--- src/apu_pkg.sv ---
// Shared constants, register codes and unit request and response types for the Adam update block.
package apu_pkg;

  localparam int MAX_TENSORS_DEF         = 4;
  localparam int ELEMENTS_PER_TENSOR_DEF = 1024;
  localparam int DECAY_PERIOD_DEF        = 10000;

  localparam int IN_TDATA_W  = 80;
  localparam int OUT_TDATA_W = 32;
  localparam int CFG_INDEX_W = 3;
  localparam int CFG_DATA_W  = 32;

  localparam logic [CFG_INDEX_W-1:0] CFG_LEARNING_RATE   = 3'd0;
  localparam logic [CFG_INDEX_W-1:0] CFG_BETA_FIRST      = 3'd1;
  localparam logic [CFG_INDEX_W-1:0] CFG_BETA_SECOND     = 3'd2;
  localparam logic [CFG_INDEX_W-1:0] CFG_EPSILON_VALUE   = 3'd3;
  localparam logic [CFG_INDEX_W-1:0] CFG_SCHEDULE_ENABLE = 3'd4;
  localparam logic [CFG_INDEX_W-1:0] CFG_WARMUP_LENGTH   = 3'd5;

  localparam logic [23:0] LEARNING_RATE_RST = 24'd16777;
  localparam logic [15:0] BETA_FIRST_RST    = 16'd58982;
  localparam logic [15:0] BETA_SECOND_RST   = 16'd65470;
  localparam logic [31:0] EPSILON_RST       = 32'd43;
  localparam logic [31:0] POWER_ONE         = 32'hFFFF_FFFF;

  localparam int DIV_STEPS_W = 6;
  localparam int DIV_REM0_W  = 24;
  localparam int DIV_LOW_W   = 48;
  localparam int DIV_DEN_W   = 37;

  typedef struct packed {
    logic                   start;
    logic [DIV_STEPS_W-1:0] steps;
    logic [DIV_REM0_W-1:0]  rem0;
    logic [DIV_LOW_W-1:0]   low;
    logic [DIV_DEN_W-1:0]   divisor;
  } div_req_t;

  typedef struct packed {
    logic                 done;
    logic [DIV_LOW_W-1:0] quotient;
  } div_rsp_t;

  typedef struct packed {
    logic        start;
    logic [63:0] radicand;
  } sqrt_req_t;

  typedef struct packed {
    logic        done;
    logic [31:0] root;
  } sqrt_rsp_t;

endpackage

--- src/apu_sqrt.sv ---
// Digit-by-digit integer square root of a 64-bit radicand, one root bit per cycle.
module apu_sqrt (
  input  logic               clk,
  input  logic               rst_n,
  input  apu_pkg::sqrt_req_t req,
  output apu_pkg::sqrt_rsp_t rsp
);
  import apu_pkg::*;

  localparam int ROOT_W = 32;
  localparam int REM_W  = ROOT_W + 2;
  localparam int CNT_W  = $clog2(ROOT_W + 1);

  logic [2*ROOT_W-1:0] rad_r;
  logic [REM_W-1:0]    rem_r;
  logic [ROOT_W-1:0]   root_r;
  logic [CNT_W-1:0]    cnt_r;
  logic                busy_r;
  logic                done_r;

  logic [REM_W+1:0] cand;
  logic [REM_W+1:0] trial;
  logic             take;
  logic [REM_W-1:0] rem_nxt;

  always_comb begin
    cand    = {rem_r, rad_r[2*ROOT_W-1 -: 2]};
    trial   = {2'b00, root_r, 2'b01};
    take    = cand >= trial;
    rem_nxt = take ? REM_W'(cand - trial) : REM_W'(cand);
  end

  always_ff @(posedge clk) begin
    if (!rst_n) begin
      busy_r <= 1'b0;
      done_r <= 1'b0;
      cnt_r  <= '0;
    end else begin
      done_r <= 1'b0;
      if (req.start) begin
        busy_r <= 1'b1;
        cnt_r  <= CNT_W'(ROOT_W);
      end else if (busy_r) begin
        cnt_r <= cnt_r - 1'b1;
        if (cnt_r == CNT_W'(1)) begin
          busy_r <= 1'b0;
          done_r <= 1'b1;
        end
      end
    end
  end

  always_ff @(posedge clk) begin
    if (req.start) begin
      rad_r  <= req.radicand;
      rem_r  <= '0;
      root_r <= '0;
    end else if (busy_r) begin
      rad_r  <= {rad_r[2*ROOT_W-3:0], 2'b00};
      rem_r  <= rem_nxt;
      root_r <= {root_r[ROOT_W-2:0], take};
    end
  end

  assign rsp.done = done_r;
  assign rsp.root = root_r;

endmodule

--- config.mk ---
export PLATFORM = sky130hd
export DESIGN_NAME = apu_sqrt
export DESIGN_NICKNAME = d
export VERILOG_FILES = /design/src/apu_pkg.sv /design/src/apu_sqrt.sv
export SDC_FILE = /design/constraint.sdc
export NUM_CORES = 1
export LEC_CHECK = 0
export ABC_AREA = 1
export ABC_CLOCK_PERIOD_IN_PS = 5900
export BUFFER_PORTS_ARGS = -buffer_cell sky130_fd_sc_hd__buf_2
export CELL_PAD_IN_SITES_DETAIL_PLACEMENT = 1
export CELL_PAD_IN_SITES_GLOBAL_PLACEMENT = 1
export CORE_MARGIN = 1
export CORE_UTILIZATION = 30
export DETAILED_ROUTE_END_ITERATION = 6
export GPL_TIMING_DRIVEN = 0
export PLACE_DENSITY_LB_ADDON = 0.1
export SYNTH_ARGS = -nofsm -noshare
export SYNTH_HDL_FRONTEND = slang
export SYNTH_SLANG_ARGS = --single-unit
--- constraint.sdc ---
create_clock -name clk -period 5.9 [get_ports clk]
set_clock_uncertainty 0.05 [all_clocks]
set_input_delay 0.295 -clock clk [delete_from_list [all_inputs] [get_ports clk]]
set_output_delay 0.295 -clock clk [all_outputs]
set_load 0.1 [all_outputs]
Yosys cells after proc, flatten, opt, wreduce, memory -nomap -nowiden --
Cells that the tools add are included.
Storage, ports and cells: register bits 138, bits of input ports 67, output and inout bits 33, word-level logic and storage cells 25
Cells by class: add/subtract/negate cells 2, order comparisons 1, eq/ne operators 1, muxes and demuxes 9, bitwise logic cells 2, reduce and logical (&&, ||, !) cells 3
Operators by type and width (count):
- $mux W64 | 2
- $ge A36 B34 Y1 | 1
- $mux W34 | 1
- $sub A34 B34 Y34 | 1
- $mux W6 | 2
- $eq A6 B1 Y1 const B | 1
- $sub A6 B1 Y6 const B | 1
- $mux W1 | 4
- $reduce_or A3 Y1 | 1
- $not A1 Y1 | 2
- $reduce_bool A2 Y1 | 1
- $reduce_or A2 Y1 | 1

Depth between registers and ports, before layout --
Gate-level depths: netlist of the first run.
word-level depth 4, gate-level depth with buffers 17, mapped depth without buffers 16

Least setup slack after synthesis of the first run --
Ideal clock, no wire load.
kind input to register, start point input req[64] in the netlist's numbering, end point register rad_r[0], enable pin, setup time 454 ps, arrival 2702 ps, data required time 5396 ps, setup slack 2695 ps, cell stages on the path 4, buffers on the path 2, cell sequence clkbuf_1 nor2_1 inv_1 clkbuf_1
Between the ends: longest elaborated chain between the ends 1
RTL lines:
- start: declaration | line apu_sqrt.sv:5 | input apu_pkg::sqrt_req_t req,
- $reduce_bool A2 Y1 (no source line)
- end signal: assignment | line apu_sqrt.sv:55 | rad_r <= req.radicand;
- end signal: assignment | line apu_sqrt.sv:59 | rad_r <= {rad_r[2*ROOT_W-3:0], 2'b00};
- end: declaration | line apu_sqrt.sv:14 | logic [2*ROOT_W-1:0] rad_r;
No other way between the ends. A chain may end at the register's enable or synchronous reset.

Worst setup path after layout of the first run --
start point register root_r[6], end point register rem_r[25]
Between the ends: longest elaborated chain between the ends 2, elaborated cells on any way between the ends 3, those cells by class 1 x add/sub; 1 x order compare; 1 x mux
RTL lines:
- start: declaration | line apu_sqrt.sv:16 | logic [ROOT_W-1:0] root_r;
- start signal: assignment | line apu_sqrt.sv:61 | root_r <= {root_r[ROOT_W-2:0], take};
- $sub A34 B34 Y34 / $ge A36 B34 Y1 (equally long branches) | line apu_sqrt.sv:30, apu_sqrt.sv:29
- $mux W34 (*) | line apu_sqrt.sv:30 | rem_nxt = take ? REM_W'(cand - trial) : REM_W'(cand);
- end signal: assignment | line apu_sqrt.sv:60 | rem_r <= rem_nxt;
- end: declaration | line apu_sqrt.sv:15 | logic [REM_W-1:0] rem_r;
Mark *: on every way between the ends. The rest lies on a longest branch, timed or not.

==> impl_metrics.ini, run 1 <==
[die]
rows = 59
start_util_pct = 30.45
ios = 100
die_w_microns = 164.4
die_h_microns = 164.4
die_area_sq_mm = 0.02703
core_region_area_sq_mm = 0.02598

[global_routing]
grtUsageTotal_pct = 19.04
grt.overflow.total = 0
grt_max_degree = 40
grt_pass1_vias = 7402
antenna_found_initial = 0
grt_pass1_wl_mm = 39.27

[synth]
async_flop_share_pct = 0
ys_seq_area_share_pct = 43.01
synth_edf_count = 64
synthDistinctLibCells = 39
syn_inst = 1116
syn-num-nets = 1219
avgSynthCellArea_sq_um = 7.090
synth_flop_cell = dfxtp_1
netlist_area_sq_mm = 0.007913
yosys_warnings = 0
ys_seq_elements = 138

[cts]
numCtsBuffers = 17
cts_hold_buf = 0
insertion_delay_ps = 430
clk_pin_slew_worst_paths_ps = 70
h-tree-depth = 4
cts_resized = 0
cts_root_buf = clkbuf_16
post_cts_buffers = 0
cts_tree = built
cts.sinks = 138
cts_max_path_buffers = 2

[timing]
post-route-min-period_ps = 2525
tightest_slew_ps = 746.8
setup_viol = 0
relSlewSlack_pct = 50.21
slew_viol_final = 0
fmax_mhz = 396.1
tns_ps = 0
rsz0062_at_grt = no
fin_hold_ws_ps = 74.97
period_share_pct = 42.79
hold_violations = 0

[setup_path]
path_max_fanout = 10
crit_top_cell = nand2_1
regToRegSetupSlack_ps = 3380
cp-end-kind = flip-flop
start_kind = flip-flop
critPathRequiredTime_ps = 6170
critical_path_arrival_ps = 2790
critical_path_class = reg2reg
slowest_stage = ha_1
path_buf_inv = 3
max_stage_delay_ps = 350
path_delay_family = simple AND/OR/NAND/NOR gates
cp_cell_sequence = inv_1, ha_1, nand2_1, nor2_2, inv_2, nor2_1, nand2_1, nand3_2, nand2_2, nand2_2, nand2_4, nand2_4, buf_4, nand3_1, nand3_1, nand2_1

[placed_design]
gp_congestion = 0.8205
port_buffers = 98
dp_hpwl_mm = 18.88

[drt]
routed_via_density = 4.619
drt_iter0_drc = 294
dr_total_vias = 7308
wl_per_cell_microns = 15.39
drt_pass1_iterations = 4
routed_wl_mm = 24.35
drc = 0
ant_nets = 0

[final_layout]
n_fill_cell = 3347
layout-drive-gt1-share_pct = 12.91
synthToLayoutAreaGrowth_pct = 18.82
finalNetCount = 1337
diodes = 0

[outcome]
status = finished, final reports clean

[hold_path]
hp-class = in2reg

[run]
drv_cap = 0
[cell families after synthesis]
logic type                 share of synthesized area (%)
AOI/OAI and AO/OA                                  8.934
buffers and inverters                              9.124
adders and majority gates                          5.693
and+or+nand+nor                                    31.47
DFF                                                43.01
xor gates and xnor gates                           1.771
[final timing paths]
kind,startpoint,endpoint,cells past startpoint
setup / recovery,root_r[6],rem_r[25],16
hold / removal,req[13],rad_r[13],3
setup reg to reg,root_r[6],rem_r[25],16
hold reg to reg,rem_r[33],rem_r[33],2
[cell usage in the layout, fill, tap and decap left out, drive strengths merged, types with 6 or more instances in the layout]
| master | count |
|---|---|
| nand2 | 470 |
| inv | 159 |
| buf | 109 |
| nor2 | 79 |
| dfxtp | 74 |
| edfxtp | 64 |
| nand3 | 42 |
| clkbuf | 42 |
| a21oi | 39 |
| ha | 36 |
| o21ai | 33 |
| o22ai | 31 |
| xnor2 | 12 |
| o211ai | 10 |
| nand4 | 9 |
| or2 | 8 |
| nor3 | 6 |
[metal layers]
metal	share of wire, %	track usage (%)	wire, microns	vias to the layer above
li1	-	-	-	3779
met1	46	24.05	11270	3405
met2	49	33.45	11840	110
met3	4.1	3.541	993	14
met4	1.0	4.295	246	0
met5	0	0	0	-
[flip-flops by register name, summed over array words and instances (netlist names)]
| signal | cells |
|---|---|
| done_r | 1 |
| rad_r | 64 |
| root_r | 32 |
| cnt_r | 6 |
| rem_r | 34 |
| busy_r | 1 |
[cell type report]
class,count,area (sq um),share of cell area [%]
multi-input combinational,794,3787,40.28
sequential,138,3403,36.20
inverter,150,563.0,5.989
timing repair buffer,99,510.5,5.430
clock buffer,18,429.2,4.565
tap,335,419.2,4.458
buffer,34,162.7,1.730
clock inverter,14,126.4,1.344
[worst min-delay path: cells and delay by family]
kind	cells	cell delay, ps
AND/OR/NAND/NOR	2	90
buffers and inverters	1	70
[through the flow]
step	worst slack, ps	cell area (sq um)	utilization [%]	cells
2_1_floorplan	2695	7913	-	1116
3_3_place_gp	1094	8822	33.95	1549
3_5_place_dp	3351	8846	34.04	1550
4_1_cts	3331	9402	36.18	1582
5_1_grt	3102	9402	36.18	1582
6_report	3375	9402	36.18	1582
[synth_stat cells (3+ instances only)]
library cell | instances | area (sq um)
nand2_1 | 465 | 1745
inv_1 | 143 | 536.8
nor2_1 | 75 | 281.5
dfxtp_1 | 74 | 1481
edfxtp_1 | 64 | 1922
nand3_1 | 41 | 205.2
a21oi_1 | 36 | 180.2
ha_1 | 36 | 450.4
o22ai_1 | 31 | 193.9
clkbuf_1 | 24 | 90.09
o21ai_0 | 19 | 95.09
o21ai_1 | 14 | 70.07
xnor2_1 | 12 | 105.1
o211ai_1 | 10 | 75.07
nand4_1 | 9 | 56.30
inv_2 | 6 | 22.52
nor3_1 | 5 | 25.02
o21bai_1 | 5 | 37.54
or2_1 | 5 | 31.28
buf_4 | 4 | 30.03
nor2_2 | 4 | 25.02
xor2_1 | 4 | 35.03
a21oi_2 | 3 | 26.28
buf_1 | 3 | 11.26
nand2_2 | 3 | 18.77
or2_2 | 3 | 18.77
Power of run 1 is left out: the tool's default activity adds up to more than one toggle a clock period on the data nets, which glitch-free logic cannot reach.
==> run 2: changes to the inputs <==
Settings changed: ABC_AREA 1 to 0, ABC_CLOCK_PERIOD_IN_PS 5900 to 2600.
Clock period 5.9 ns to 2.6 ns, I/O delays scaled along.
==> run 2 against run 1 <==
  * The flow now finishes with violations (negative setup slack)
  * Routed wire length rose by 6.0%
  * Non-clock buffer count grew 125
  * Worst hold slack improved by 370 ps
  * Sequential share of layout area is 5.3 points lower
  * Synthesized area decreased by 0.87%
  * Global-route usage is 1.0 points higher
  * Cell area increased by 22%
  * First-iteration DRC count grew 13%
  * Worst setup slack worse by 3500 ps
  * Flip-flop and latch count unchanged
  * Synthesized cell count shrank 30%
  * Count of clock-buffer cells in the layout down 1
==> impl_metrics.ini, run 2 <==
[synth]
synthTopCellsByCount = nor2_1, nand2_1, dfxtp_1, edfxtp_1, mux2_2
yosys_warnings = 0
ys_seq_area_share_pct = 43.39
synth.most_common_cell = nor2_1
syn_inst = 784
synthDistinctLibCells = 67
synth_flop_cell = dfxtp_1
synth_area_leaders = edfxtp_1, dfxtp_1, mux2_2
synth_area_leader_cell = edfxtp_1
netlist.area_leader.share_pct = 24.50
avgSynthCellArea_sq_um = 10.00
async_flop_share_pct = 0
netlist_area_sq_mm = 0.007844
synth_edf_count = 64
syn-num-nets = 887
ys_seq_elements = 138

[setup_path]
cp_cell_sequence = ha_4, a211oi_4, o21ba_2, a21oi_1, or2_4, buf_4, a31oi_4, nand2_2, buf_6, buf_12, buf_16, o211ai_1, a21oi_1
max_stage_delay_ps = 420
start_kind = flip-flop
path_max_fanout = 6
startpoint = rem_r[19]
critical_path_arrival_ps = 2980
crit_top_cell = a21oi_1
critPathRequiredTime_ps = 2830
slowest_stage = dfxtp_2
rr_worst_depth = 13
critical_path_class = reg2reg
r2r-start = rem_r[19]
cp-end-kind = flip-flop

[die]
die_w_microns = 163.7
rows = 58
ios = 100
die_h_microns = 163.7
start_util_pct = 30.88
die_area_sq_mm = 0.02680
core_region_area_sq_mm = 0.02540

[global_routing]
met2_usage_pct = 35.03
busiest_layer = met2
grt_pass1_wl_mm = 41.23
grt_max_degree = 18
grtUsageTotal_pct = 20.09
grt.overflow.total = 0
grt_pass1_vias = 7516
antenna_found_initial = 0
use_met1_pct = 25.13
grtUsageMet3_pct = 3.258

[final_layout]
layout-drive-gt1-share_pct = 43.44
final_common_cell = buf_2
mostFrequentLayoutCells = buf_2, nor2_1, dlygate4sd3_1
finalNetCount = 1126
n_fill_cell = 2811
largest_register = rad_r
largest_reg_flops = 64
diodes = 0
largestRegisters = rad_r: 64 flops, rem_r: 34 flops, root_r: 32 flops
post-route-util_pct = 44.99
synthToLayoutAreaGrowth_pct = 45.67
design_area_sq_mm = 0.01143

[placed_design]
port_buffers = 98
dp_hpwl_mm = 17.33
gp_congestion = 0.8723
place_area_sq_mm = 0.009091
post-place-ws_ps = -757.2

[timing]
setup_viol = 33
fmax_mhz = 364.4
tightest_slew_ps = 953.0
hold_violations = 0
period_share_pct = 105.5
relSlewSlack_pct = 36.47
slew_viol_final = 0
fin_ws_ps = -144.2
rsz0062_at_grt = yes
post-route-min-period_ps = 2744
tns_ps = -2320

[run]
drv_cap = 0

[cts]
cts_root_buf = clkbuf_16
cts.sinks = 138
numCtsBuffers = 17
cts_max_path_buffers = 2
clk_pin_slew_worst_paths_ps = 70
h-tree-depth = 4
cts_tree = built
insertion_delay_ps = 430

[drt]
ant_nets = 0
routed_via_density = 5.084
dr_total_vias = 6945
drt_pass1_iterations = 4
drc = 0
wl_per_cell_microns = 18.90
routed_wl_mm = 25.82
drt_iter0_drc = 333

[hold_path]
min_from = rst_n
min_path_cells = 3
hp-class = in2reg

[power]
p_leak_nw = 4.410
ir_drop_mv = 0.4953
power_density_mw_per_mm2 = 1192

[outcome]
violations = negative setup slack
status = finished, violations left
## run 2: cell type report
cell class                      count  area [sq um]  area share, %
Buffer                             36         240.2          2.102
Clock buffer                       17         425.4          3.723
Clock inverter                     15         173.9          1.522
Inverter                           44         168.9          1.478
Multi-Input combinational cell    561          4751          41.58
Sequential cell                   138          3535          30.94
Tap cell                          330         412.9          3.614
Timing Repair Buffer              222          1697          14.85
Timing Repair inverter              3         22.52         0.1971
## run 2: kinds of logic after synthesis
group                    count (synthesis)  share of synthesized area (%)
multiplexers                            94                          12.98
buffers and inverters                   85                          4.530
AO/OA/AOI/OAI                          176                          17.12
AND/OR/NAND/NOR                        228                          13.22
XOR/XNOR                                27                          3.015
adder cells (fa/ha/maj)                 36                          5.743
flip-flops                             138                          43.39
## run 2: final timing paths
check / to / slack [ps]
max reg2reg: rem_r[12] / -140
max: rem_r[12] / -140
min reg2reg: cnt_r[0] / 450
min: cnt_r[5] / 440
## run 2: worst max-delay path, delay by kind of cell, from the launching register on
family | cells | cell delay [ps]
AOI/OAI and AO/OA | 6 | 990
adders and majority gates | 1 | 250
buffers and inverters | 4 | 540
DFF | 1 | 420
and+or+nand+nor | 2 | 360
## run 2: stage by stage
step | std cells | total power [W] | hold WS (ps)
after detailed placement | 1212 | 0.008446 | 330.0
after CTS | 1355 | 0.01343 | 427.3
after global routing | 1366 | 0.01443 | 451.1
after global placement | 1212 | 0.008379 | 316.1
final | 1366 | 0.01362 | 443.0
after floorplan | 784 | 0.006886 | 197.5
## run 2: metal layers
| layer | part of all wire, % | vias to the layer above |
|---|---|---|
| met5 | 0 | - |
| met4 | 1.9 | 0 |
| met1 | 45 | 3458 |
| li1 | - | 3344 |
| met2 | 51 | 119 |
| met3 | 2.8 | 24 |
## run 2: repair_timing
action / in CTS / in global routing
gates resized for setup: 118 / 24
hold buffers: 65 / 0
endpoints found under the setup margin: 99 / 37
pin swaps: 43 / 14
cloned: 6 / 0
endpoints found under the hold margin: 66 / 0
setup buffers: 45 / 11
## run 2: power breakdown
group | leakage [nW] | switching, W | internal, W
Sequential | 1.28 | 0.000268 | 0.00256
Combinational | 2.84 | 0.00435 | 0.00396
Clock | 0.294 | 0.00118 | 0.00130
Total | 4.41 | 0.00579 | 0.00783
(Power assumes the default switching activity.)
