[src/apu_pkg.sv]
// Shared constants, register codes and unit request and response types for the Adam update block.
package apu_pkg;

  localparam int MAX_TENSORS_DEF         = 4;
  localparam int ELEMENTS_PER_TENSOR_DEF = 1024;
  localparam int DECAY_PERIOD_DEF        = 10000;

  localparam int IN_TDATA_W  = 80;
  localparam int OUT_TDATA_W = 32;
  localparam int CFG_INDEX_W = 3;
  localparam int CFG_DATA_W  = 32;

  localparam logic [CFG_INDEX_W-1:0] CFG_LEARNING_RATE   = 3'd0;
  localparam logic [CFG_INDEX_W-1:0] CFG_BETA_FIRST      = 3'd1;
  localparam logic [CFG_INDEX_W-1:0] CFG_BETA_SECOND     = 3'd2;
  localparam logic [CFG_INDEX_W-1:0] CFG_EPSILON_VALUE   = 3'd3;
  localparam logic [CFG_INDEX_W-1:0] CFG_SCHEDULE_ENABLE = 3'd4;
  localparam logic [CFG_INDEX_W-1:0] CFG_WARMUP_LENGTH   = 3'd5;

  localparam logic [23:0] LEARNING_RATE_RST = 24'd16777;
  localparam logic [15:0] BETA_FIRST_RST    = 16'd58982;
  localparam logic [15:0] BETA_SECOND_RST   = 16'd65470;
  localparam logic [31:0] EPSILON_RST       = 32'd43;
  localparam logic [31:0] POWER_ONE         = 32'hFFFF_FFFF;

  localparam int DIV_STEPS_W = 6;
  localparam int DIV_REM0_W  = 24;
  localparam int DIV_LOW_W   = 48;
  localparam int DIV_DEN_W   = 37;

  typedef struct packed {
    logic                   start;
    logic [DIV_STEPS_W-1:0] steps;
    logic [DIV_REM0_W-1:0]  rem0;
    logic [DIV_LOW_W-1:0]   low;
    logic [DIV_DEN_W-1:0]   divisor;
  } div_req_t;

  typedef struct packed {
    logic                 done;
    logic [DIV_LOW_W-1:0] quotient;
  } div_rsp_t;

  typedef struct packed {
    logic        start;
    logic [63:0] radicand;
  } sqrt_req_t;

  typedef struct packed {
    logic        done;
    logic [31:0] root;
  } sqrt_rsp_t;

endpackage

[src/apu_div.sv]
// Restoring shift-subtract divider, one quotient bit per cycle.
module apu_div (
  input  logic              clk,
  input  logic              rst_n,
  input  apu_pkg::div_req_t req,
  output apu_pkg::div_rsp_t rsp
);
  import apu_pkg::*;

  logic [DIV_DEN_W-1:0]   rem_r;
  logic [DIV_DEN_W-1:0]   div_r;
  logic [DIV_LOW_W-1:0]   low_r;
  logic [DIV_LOW_W-1:0]   quo_r;
  logic [DIV_STEPS_W-1:0] cnt_r;
  logic                   busy_r;
  logic                   done_r;

  logic [DIV_DEN_W:0]   trial;
  logic [DIV_DEN_W:0]   dv;
  logic                 take;
  logic [DIV_DEN_W-1:0] rem_nxt;

  always_comb begin
    trial   = {rem_r, low_r[DIV_LOW_W-1]};
    dv      = {1'b0, div_r};
    take    = trial >= dv;
    rem_nxt = take ? DIV_DEN_W'(trial - dv) : DIV_DEN_W'(trial);
  end

  always_ff @(posedge clk) begin
    if (!rst_n) begin
      busy_r <= 1'b0;
      done_r <= 1'b0;
      cnt_r  <= '0;
    end else begin
      done_r <= 1'b0;
      if (req.start) begin
        busy_r <= 1'b1;
        cnt_r  <= req.steps;
      end else if (busy_r) begin
        cnt_r <= cnt_r - 1'b1;
        if (cnt_r == DIV_STEPS_W'(1)) begin
          busy_r <= 1'b0;
          done_r <= 1'b1;
        end
      end
    end
  end

  always_ff @(posedge clk) begin
    if (req.start) begin
      rem_r <= DIV_DEN_W'(req.rem0);
      low_r <= req.low;
      div_r <= req.divisor;
      quo_r <= '0;
    end else if (busy_r) begin
      rem_r <= rem_nxt;
      low_r <= {low_r[DIV_LOW_W-2:0], 1'b0};
      quo_r <= {quo_r[DIV_LOW_W-2:0], take};
    end
  end

  assign rsp.done     = done_r;
  assign rsp.quotient = quo_r;

endmodule

[config.mk]
export PLATFORM = sky130hd
export DESIGN_NAME = apu_div
export DESIGN_NICKNAME = d
export VERILOG_FILES = /design/src/apu_pkg.sv /design/src/apu_div.sv
export SDC_FILE = /design/constraint.sdc
export NUM_CORES = 1
export LEC_CHECK = 0
export ABC_AREA = 1
export ABC_CLOCK_PERIOD_IN_PS = 5030
export BUFFER_PORTS_ARGS = -buffer_cell sky130_fd_sc_hd__buf_2
export CAP_MARGIN = 20
export CORE_ASPECT_RATIO = 1.1
export CORE_MARGIN = 4
export CORE_UTILIZATION = 40
export DETAILED_ROUTE_END_ITERATION = 16
export PLACE_DENSITY = 0.58
export RECOVER_POWER = 100
export REMOVE_ABC_BUFFERS = 1
export SYNTH_ARGS = -nofsm -noshare
export SYNTH_HDL_FRONTEND = slang
export SYNTH_SLANG_ARGS = --single-unit
[constraint.sdc]
create_clock -name clk -period 5.03 [get_ports clk]
set_input_delay 1.006 -clock clk [delete_from_list [all_inputs] [get_ports clk]]
set_output_delay 1.006 -clock clk [all_outputs]
set_load 0.02 [all_outputs]
Word level (Yosys, flattened, before mapping)

Cells that the tools add are included.

Output and inout port bits: 49
Bits in registers: 178
Input port bits: 118

Eq/ne operators: 1
Add/sub/neg operators: 2
Bitwise logic cells: 2
Multiplexer cells: 11
Order comparisons: 1
Reduce and logical (&&, ||, !) cells: 2

Operators by type and width:

| operator              | number |
|---|---|
| $mux W48              | 2 |
| $mux W24              | 2 |
| $ge A38 B37 Y1        | 1 |
| $mux W37              | 1 |
| $sub A37 B37 Y37      | 1 |
| $mux W6               | 2 |
| $eq A6 B1 Y1 const B  | 1 |
| $sub A6 B1 Y6 const B | 1 |
| $mux W1               | 4 |
| $reduce_or A3 Y1      | 1 |
| $not A1 Y1            | 2 |
| $reduce_bool A2 Y1    | 1 |

Logic depth before layout (Yosys ltp)

Gate-level depths: netlist of run 1.

Depth in word-level cells: 4
Gate-level depth with buffers: 18
Mapped depth without buffers: 16

Least setup slack after synthesis of run 1

No wires, ideal clock.

Kind: input -> register
Start point: in req[115] (netlist name)
End point: reg low_r[0], enable pin
Path buffers: 2
Library setup time: 0.465 ns
Slack: 0.891 ns
Required time: 4.565 ns
Stages: 4
Arrival time: 3.674 ns
Path through: clkbuf_1 -> nor2_1 -> inv_2 -> clkbuf_1

Word-level cells in the longest chain between the ends: 1

RTL lines:

| element                             | RTL line      | source |
|---|---|---|
| start, declared                     | apu_div.sv:5  | `input apu_pkg::div_req_t req,` |
| $reduce_bool A2 Y1 (no source line) | n/a           |  |
| end signal, assigned                | apu_div.sv:53 | `low_r <= req.low;` |
| end signal, assigned                | apu_div.sv:58 | `low_r <= {low_r[DIV_LOW_W-2:0], 1'b0};` |
| end, declared                       | apu_div.sv:12 | `logic [DIV_LOW_W-1:0] low_r;` |

No other way between the ends.
A chain may end at the register's enable or synchronous reset.

==> results of run 1 <==
==> cell usage in the layout (no fill, tap or decap), types with 4 or more instances in the layout <==
cell type  Yosys  routed
nand2_1      507     508
inv_1        206     206
buf_2          6     116
edfxtp_1     109     109
nand3_1       78      78
dfxtp_1       69      69
nor2_1        65      65
clkbuf_1      27      50
o22ai_1       46      46
ha_1          39      39
a21oi_1       30      30
nand3b_1      28      28
xnor2_1       19      19
clkbuf_16      0      17
o21ai_0       15      15
nor3_1         9       9
nand4_1        6       6
nand2_2        6       5
o21bai_1       5       5
inv_8          0       5
buf_4          1       5
inv_2          5       4
inv_6          0       4
==> cells by family after synthesis <==
family                   Yosys count  synth area share, %
buffers and inverters            252                 9.90
AO/OA/AOI/OAI                    108                 6.46
AND/OR/NAND/NOR                  706                 29.5
flip-flops                       178                 47.0
adder cells (fa/ha/maj)           40                 5.13
XOR/XNOR                          22                 1.95
==> power breakdown <==
part	internal [mW]	switching [mW]	leakage, nW	total (mW)
Combinational	0.247	0.425	3.64	0.672
Sequential	1.66	0.0326	1.66	1.69
Clock	0.696	0.672	0.296	1.37
==> through the flow <==
step / hold WS [ps] / area [um2] / total power [mW] / cells / setup WS (ps)
after global placement: 461 / 11000 / 2.39 / 1749 / 1880
after CTS: 471 / 11600 / 3.77 / 1781 / 2090
after detailed placement: 459 / 11000 / 2.40 / 1749 / 1870
after floorplan: 440 / 9710 / 2.18 / 1266 / 1590
final: 470 / 11500 / 3.73 / 1782 / 1370
after global routing: 489 / 11500 / 3.93 / 1781 / 1000
==> layout make-up <==
type                       instances  area (um2)
antenna                            1        2.50
clock inverter                    15         174
fill                            2511       12900
sequential                       178        4650
clock buffer                      17         425
inverter                         212         798
timing repair buffer             173         831
tap                              310         388
multi-input combinational        876        4260
==> final timing paths <==
path / startpoint / to / slack, ps / depth (start not counted)
max: req[115] / rem_r[29]$_SDFFE_PP0P_ / 1370 / 9
min: rem_r[27]$_SDFFE_PP0P_ / rem_r[27]$_SDFFE_PP0P_ / 470 / 2
max reg2reg: div_r[0]$_DFFE_PP_ / rem_r[35]$_SDFFE_PP0P_ / 2010 / 15
min reg2reg: rem_r[27]$_SDFFE_PP0P_ / rem_r[27]$_SDFFE_PP0P_ / 470 / 2
==> flip-flops by register name, indices dropped and copies added (netlist names) <==
name,cells
busy_r,1
low_r,48
cnt_r,6
div_r,37
rem_r,37
done_r,1
quo_r,48
==> routing by layer <==
layer / vias up / routed length (um) / track usage (%)
met5: - / 25 / 0
met4: 4 / 391 / 5.05
met3: 30 / 1790 / 5.71
met2: 198 / 11700 / 30.3
met1: 3778 / 11000 / 23.4
li1: 4452 / - / -
==> worst max-delay path: stages <==
cell and delay (ps):
clkbuf_1 1220, inv_2 50, nand2_1 100, buf_4 430, clkinv_1 550, nand2_1 410, nand2_1 90, nand2_1 70
nand2_1 50
==> metrics, run 1 <==
largest net degree at the start of global routing=85; total clock sinks=between 150 and 200; antenna violations before repair=4; CTS tree=built; WP data required=between 5000 and 6000 ps; Worst-path clk slew=around 80 ps; RSZ-0062 raised after global routing=false; First DRT Iteration DRCs=426; Pwr per Cell Area=324 nW/um2; PostCTS Resize Cnt=0; outcome=finished with violations; crit-path max FO=52; max-slew violation count=35; FFs w/ async S/R, synth=0%; DRT Pass-1 Iters=6; Synth Warn #=0; Post-CTS Setup Bufs=0; max cap viols=1; synth top area cells=edfxtp_1 (33%), nand2_1 (19%), dfxtp_1 (14%); Crit Path Category=input port to register; Chip Height=173 um; DRC violations left=0; Hold Buf Count CTS=0; Post-synth top cells=nand2_1 (507), inv_1 (206), edfxtp_1 (109), nand3_1 (78), dfxtp_1 (69); Worst Path Arrival=4000 ps; Netlist cell types=37; root buffer cell=clkbuf_16; part of the Yosys area used for sequential elements=about 47%; failing checks=max-capacitance violations, max-slew violations; CP Launch Type=input port; CTS Buf Count=17; Syn Area/Cell=7.58 um2; Final Hold Fails=0; clk_skew=between 10 and 15 ps; core area=between 20000 and 25000 um2; Die X=roughly 160 um; vias in the first global route=8465; Yosys top cell by area=edfxtp_1; Initial Utilization=40.5%; WL/cell=around 14 um; row cnt=60; Routed Wire Length=~25000 um; final setup fails=0; Clock Path Buffers=2; nets=between 1500 and 2000; Syn-to-layout area delta=16.5%; hold crit path type=register to register; fin util=a little under half; Yosys top cell area share=between 30% and 40%; Fmax=around 0.27 GHz; first-pass GRT wire length=~41000 um; clock latency on the worst-skew pair=about 440 ps; Antenna Nets Post-Route=0; layout cells sized above 1=approximately an eighth; RD Place Congestion=between 0.8 and 0.9; Main synth FF type=edfxtp_1; setup TNS=0 ps; Vias/cell=4.75; synthesized cell area=9890 um2; IO Pins=between 150 and 200; min cycle time layout=around 3700 ps; final worst path period share=72.9%; VDD IR-drop max=0.000221 V; cell leakage power=approximately 5.6 nW; Port-buffer cells=166; number of H-tree levels=4; All-Layer GR Usage=18.4%; top-count cell post-synth=nand2_1; slew margin rel.=-15.8%; grt ovf=0; Worst Setup End Kind=register; hpwl dp=about 18000 um; die area=roughly 27000 um2; EDFF count, synth=109; Vias=8462; Synth Register Bits=about 180; measured slew at the worst slew-check pin=~1700 ps; post-synthesis cell count=between 1000 and 1500
(Power assumes the default switching activity.)
==> inputs of run 2 (changes only) <==
--- a/config.mk
+++ b/config.mk
@@ -6,7 +6,7 @@
 export NUM_CORES = 1
 export LEC_CHECK = 0
 export ABC_AREA = 1
-export ABC_CLOCK_PERIOD_IN_PS = 5030
+export ABC_CLOCK_PERIOD_IN_PS = 3600
 export BUFFER_PORTS_ARGS = -buffer_cell sky130_fd_sc_hd__buf_2
 export CAP_MARGIN = 20
 export CORE_ASPECT_RATIO = 1.1
==> constraint.sdc (replaced) <==
create_clock -name clk -period 3.6 [get_ports clk]
set_input_delay 0.72 -clock clk [delete_from_list [all_inputs] [get_ports clk]]
set_output_delay 0.72 -clock clk [all_outputs]
set_load 0.02 [all_outputs]
==> metrics, run 2 (same netlist as run 1, synthesis figures left out) <==
Initial Utilization=40.5% (unchanged); met2 Usage GRT=31.0% (+0.69 points); crit-path max FO=41 (-21%); First DRT Iteration DRCs=497 (+17%); Fmax=between 0.3 and 0.4 GHz; WP data required=3550 ps (-1820 ps); min cycle time layout=3020 ps; root buffer cell=clkbuf_16; Final Hold Fails=0 (unchanged); Pwr per Cell Area=459 nW/um2 (+42%); clk_skew=16.5 ps (+5.60 ps); failing checks=max-capacitance violations, max-slew violations; All-Layer GR Usage=18.9% (+0.48 points); CTS tree=built; largest net degree at the start of global routing=82 (-3.5%); Die X=158 um (unchanged); Post-CTS Setup Bufs=0 (unchanged); nets=1619 (+0.19%); WL/cell=14.3 um (+2.3%); CTS Buf Count=17 (unchanged); VDD IR-drop max=0.000283 V (+28%); final worst path period share=a little over four fifths; slew margin rel.=-42.4% (-27 points); GRT Max-Usage Layer=met2; Vias=8435 (-0.32%); Routed Wire Length=25500 um (+2.5%); Worst-path clk slew=90 ps (about the same); Worst path max stage delay=720 ps (-500 ps); hold crit path type=input port to register; vias in the first global route=8452 (-0.15%); layout cells sized above 1=11.8% (+0.044 points); max cap viols=3 (+2); Hold Buf Count CTS=0 (unchanged); CP Launch Type=input port; Worst Setup End Kind=register; Buffers & Inverters on Critical Path=4 (unchanged); clock latency on the worst-skew pair=440 ps (about the same); delay-heaviest family, CP=buffers and inverters; most common cell after layout, fill and taps aside=nand2_1; critical-path cell list=buf_4, nor2_1, clkbuf_1, inv_4, clkbuf_2; PostCTS Resize Cnt=0 (unchanged); Clock Path Buffers=2 (unchanged); Syn-to-layout area delta=16.8%; cell leakage power=5.61 nW (+0.24%); max-slew violation count=207 (+490%); Chip Height=173 um (unchanged); Non-Filler Instances=1786 (+0.22%); final setup fails=0 (unchanged); met1 Use GR=24.5% (+1.1 points); Worst Path Arrival=2960 ps (-1040 ps); first-pass GRT wire length=41600 um (+2.4%); DRC violations left=0 (unchanged); grt ovf=0 (unchanged); hpwl dp=18800 um (+2.6%); CP max-delay cell=clkbuf_1; row cnt=60 (unchanged); biggest regs=low_r: 48 flops, quo_r: 48 flops; Vias/cell=4.72 (-0.54%); number of H-tree levels=4 (unchanged); RD Place Congestion=0.913 (+3.6%); Port-buffer cells=166 (unchanged); placed cell count=1752 (+0.17%); antenna violations before repair=4 (unchanged); Crit Path Category=input port to register; outcome=finished with violations; Antenna Nets Post-Route=0 (unchanged); measured slew at the worst slew-check pin=2140 ps (+398 ps); setup TNS=0 ps (unchanged); DRT Pass-1 Iters=5 (-1); die area=27300 um2 (unchanged); commonest cells after routing, fill and taps aside=nand2_1 (509), inv_1 (206), buf_2 (116); routing usage on met3=5.68% (-0.025 points); RSZ-0062 raised after global routing=false; core area=24400 um2 (unchanged); IO Pins=167 (unchanged); total clock sinks=178 (unchanged)
run 2: cell types whose count changed in the layout (fill, tap and decap cells not counted), sizes merged:
cell,previous run,this run
clkinvlp,1,0
diode,1,2
bufinv,1,0
inv,221,222
clkinv,4,5
clkbuf,68,72
buf,122,121
run 2: metrics by stage:
step	cell area (um2)	worst slack, ps	hold WS, ps	util [%]	power, mW
after floorplan	9710	451	440	-	3.05
after global placement	11000	926	463	45.2	3.35
after detailed placement	11000	835	464	45.2	3.36
after CTS	11700	819	438	47.8	5.35
after global routing	11500	279	436	47.3	5.58
final	11600	581	453	47.3	5.30
run 2: per-layer routing:
| layer | wire length, um | part of all wire, % |
|---|---|---|
| met5 | 21 | 0.082 |
| met4 | 311 | 1.2 |
| met3 | 1760 | 6.9 |
| met2 | 11900 | 47 |
| met1 | 11500 | 45 |
run 2: path summary, 6_finish.rpt:
path	from	end	slack, ps	cells past startpoint
setup reg to reg	div_r[0]$_DFFE_PP_	rem_r[20]$_DFFE_PP_	600	15
hold / removal	req[22]	div_r[22]$_DFFE_PP_	450	1
setup / recovery	req[115]	rem_r[1]$_DFFE_PP_	580	5
hold reg to reg	rem_r[33]$_SDFFE_PP0P_	rem_r[33]$_SDFFE_PP0P_	480	2
run 2: worst register-to-register path: cells and delay by family, from the launching register on:
| family | cells | cell delay, ps |
|---|---|---|
| fa+ha+maj | 2 | 640 |
| flops | 1 | 380 |
| simple gates | 11 | 1340 |
| buf+inv | 2 | 390 |
run 2: area by class of cell:
| type | instances | area (um2) |
|---|---|---|
| sequential | 178 | 4650 |
| clock buffer | 17 | 425 |
| inverter | 212 | 798 |
| clock inverter | 15 | 198 |
| tap | 310 | 388 |
| antenna | 2 | 5.00 |
| timing repair buffer | 176 | 830 |
| fill | 2517 | 12800 |
| multi-input combinational | 876 | 4250 |
run 2: report_power, final:
group	switching (mW)	total [mW]	internal (mW)
sequential	0.0458	2.36	2.32
combinational	0.602	0.945	0.344
clock	1.02	2.00	0.972
==> inputs of run 3 (changes only) <==
--- a/config.mk
+++ b/config.mk
@@ -5,15 +5,15 @@
 export SDC_FILE = /design/constraint.sdc
 export NUM_CORES = 1
 export LEC_CHECK = 0
-export ABC_AREA = 1
-export ABC_CLOCK_PERIOD_IN_PS = 3600
+export ABC_AREA = 0
+export ABC_CLOCK_PERIOD_IN_PS = 2700
 export BUFFER_PORTS_ARGS = -buffer_cell sky130_fd_sc_hd__buf_2
 export CAP_MARGIN = 20
 export CORE_ASPECT_RATIO = 1.1
 export CORE_MARGIN = 4
 export CORE_UTILIZATION = 40
 export DETAILED_ROUTE_END_ITERATION = 16
-export PLACE_DENSITY = 0.58
+export PLACE_DENSITY = 0.61
 export RECOVER_POWER = 100
 export REMOVE_ABC_BUFFERS = 1
 export SYNTH_ARGS = -nofsm -noshare
==> constraint.sdc (replaced) <==
create_clock -name clk -period 2.7 [get_ports clk]
set_input_delay 0.54 -clock clk [delete_from_list [all_inputs] [get_ports clk]]
set_output_delay 0.54 -clock clk [all_outputs]
set_load 0.02 [all_outputs]
==> metrics, run 3 <==
outcome=finished with violations; failing checks=max-capacitance violations, max-slew violations, negative setup slack; most common cell after layout, fill and taps aside=buf_4; max-slew violation count=128 (-38%); cell leakage power=5.11 nW (-8.9%); Vias=7373 (-13%); VDD IR-drop max=0.000424 V (+50%); grt ovf=0 (unchanged); Fmax=0.355 GHz; slew margin rel.=-4.99% (+37 points); core area=22400 um2 (-8.2%); CP max-delay cell=or3b_1; post-route cell area=12500 um2 (+8.2%); DRT Pass-1 Iters=4 (-1); Yosys top cell area share=35.5% (+2.4 points); CP Launch Type=register; CP startpoint=div_r[35]$_DFFE_PP_; Max Used Layer=met5; row cnt=57 (-5.0%); CTS Buf Count=17 (unchanged); vias in the first global route=7593 (-10%); Net Sw Frac=31.1% (-0.41 points); Psw=2.57 mW (+54%); crit-path max FO=9 (-78%); largest net degree at the start of global routing=128 (+56%); Chip Height=167 um (-3.3%); first-pass GRT wire length=37500 um (-9.9%); clock latency on the worst-skew pair=430 ps (about the same); EDFF count, synth=109 (unchanged); setup TNS=-1930 ps (-1930 ps); biggest regs=low_r: 48 flops, quo_r: 48 flops; Pwr per Cell Area=660 nW/um2 (+44%); WP data required=2820 ps (-730 ps); nets=1305 (-19%); clk_skew=8.66 ps (-7.80 ps); Die X=153 um (-3.3%); Initial Utilization=41.1% (+0.60 points); DRC violations left=0 (unchanged); Syn Area/Cell=10.6 um2 (+40%); Syn-to-layout area delta=35.7%; root buffer cell=clkbuf_16; top-count cell post-synth=edfxtp_1; WL met3=1470 um (-17%); part of the power in registers=39.4% (-5.1 points); synth top area cells=edfxtp_1 (36%), dfxtp_1 (15%), mux2_2 (6.4%); Clock Path Buffers=2 (unchanged); Worst Setup End Kind=register; FFs w/ async S/R, synth=0% (unchanged); placed inst area=11200 um2 (+1.1%); Final Hold Fails=0 (unchanged); synthesized cell area=9210 um2 (-6.9%); max cap viols=1 (-2); Antenna Nets Post-Route=0 (unchanged); CTS tree=built; Port-buffer cells=166 (unchanged); min cycle time layout=around 2800 ps; Crit Path Category=register to register; measured slew at the worst slew-check pin=1570 ps (-561 ps); Routed Wire Length=22500 um (-12%); Worst-path clk slew=80 ps (about the same); M1 WL=9610 um (-17%); met2 wire length=11000 um (-7.8%); Yosys top cell by area=edfxtp_1; All-Layer GR Usage=17.6% (-1.3 points); die area=25500 um2 (-6.5%); layout cells sized above 1=38.4% (+27 points); Worst path max stage delay=410 ps (-310 ps); Hold Crit Start=req[29]; hpwl dp=15900 um (-15%); Netlist cell types=66 (+78%); RSZ-0062 raised after global routing=true; IO Pins=167 (unchanged); total clock sinks=178 (unchanged); Worst Path Arrival=2940 ps (-20 ps); antenna violations before repair=9 (+5); setup slack after layout=-117 ps (-699 ps); number of H-tree levels=4 (unchanged); RD Place Congestion=0.847 (-7.2%); hold crit path type=input port to register; worst r2r src=div_r[35]$_DFFE_PP_; Post-synth top cells=edfxtp_1 (109), nor2_1 (101), dfxtp_1 (69), inv_1 (68), a21oi_1 (67); logic gate share of total power=29.2% (+11 points); part of the Yosys area used for sequential elements=50.5% (+3.5 points); reg-to-reg slack, setup=-120 ps (-720 ps); Vias/cell=5.06 (+7.1%); Filler cells=2040 (-19%); Synth Register Bits=178 (unchanged); hold slack final=280 ps (-173 ps); WL/cell=15.5 um (+8.0%); final setup fails=30 (+30); critical-path cell list=inv_2, ha_4, nand4_1, or3b_1, or3_1, o31ai_2, a211o_2, buf_4, nor2_4, buf_12, a21oi_2, o21a_1, a21oi_1; fin util=55.8% (+8.5 points); Main synth FF type=edfxtp_1; post-synthesis cell count=870 (-33%); First DRT Iteration DRCs=312 (-37%); Synth Warn #=0 (unchanged); commonest cells after routing, fill and taps aside=buf_4 (121), buf_2 (116), edfxtp_1 (109); final worst path period share=104%; FF/Latch Area=4660 um2 (about the same); multi-input logic area=4740 um2 (+11%); P_int=5.68 mW (+57%); Clock power frac=31.4% (-6.3 points)
-- run 3: logic make-up (layout without fill, tap and decap cells) --
| logic type | Yosys count | in the layout | share of synthesized area, % |
|---|---|---|---|
| AND/OR/NAND/NOR | 211 | 212 | 10.2 |
| AO/OA/AOI/OAI | 195 | 195 | 13.9 |
| flip-flops | 178 | 178 | 50.5 |
| buffers and inverters | 110 | 399 | 4.81 |
| multiplexers | 104 | 104 | 12.0 |
| adder cells (fa/ha/maj) | 40 | 40 | 5.51 |
| XOR/XNOR | 32 | 32 | 3.04 |
| other | 0 | 3 | 0 |
-- run 3: layer usage --
metal  GRT usage [%]  vias to the layer above
li1                -                     3701
met1            21.8                     3467
met2            29.5                      154
met3            6.01                       39
met4            4.88                       12
met5               0                        -
-- run 3: layout make-up --
type / instances / area share [%]
Antenna cell: 3 / 0.0600
Clock buffer: 18 / 3.60
Clock inverter: 14 / 1.40
Inverter: 68 / 2.04
Multi-Input combinational cell: 583 / 37.9
Sequential cell: 178 / 37.3
Tap cell: 295 / 2.95
Timing Repair Buffer: 299 / 14.8
-- run 3: power by group through the flow --
stage          sequential (mW)  combinational, mW  clock, mW
3_5_place_dp              3.29               2.02          0
2_1_floorplan             3.28               1.17          0
3_3_place_gp              3.28               2.01          0
4_1_cts                   3.25               2.27       2.66
6_report                  3.25               2.41       2.59
5_1_grt                   3.28               2.64       2.79
-- run 3: critical path, delay by kind of cell (launching register included) --
family | cells | cell delay [ps]
AO/OA/AOI/OAI | 5 | 670
AND/OR/NAND/NOR | 4 | 920
flip-flops | 1 | 340
buffers and inverters | 3 | 320
adder cells (fa/ha/maj) | 1 | 260
-- run 3: worst paths after layout --
| kind | cells after the start | to |
|---|---|---|
| setup / recovery | 13 | rem_r[10]$_DFFE_PP_ |
| hold / removal | 1 | div_r[29]$_DFFE_PP_ |
| setup reg to reg | 13 | rem_r[10]$_DFFE_PP_ |
| hold reg to reg | 2 | rem_r[36]$_SDFFE_PP0P_ |
-- run 3: stage by stage --
stage | power, mW | cells | worst slack [ps]
finish | 8.25 | 1458 | -117
global route | 8.71 | 1458 | -290
CTS | 8.18 | 1454 | -118
detailed placement | 5.31 | 1404 | -255
global placement | 5.29 | 1404 | -145
floorplan | 4.45 | 828 | -1860
-- run 3: what timing repair did --
item / in CTS / in global routing
pin swaps: 31 / 17
cloned: 3 / 0
gates resized for setup: 66 / 52
hold buffers: 0 / 0
endpoints found under the setup margin: 37 / 38
setup buffers: 15 / 2
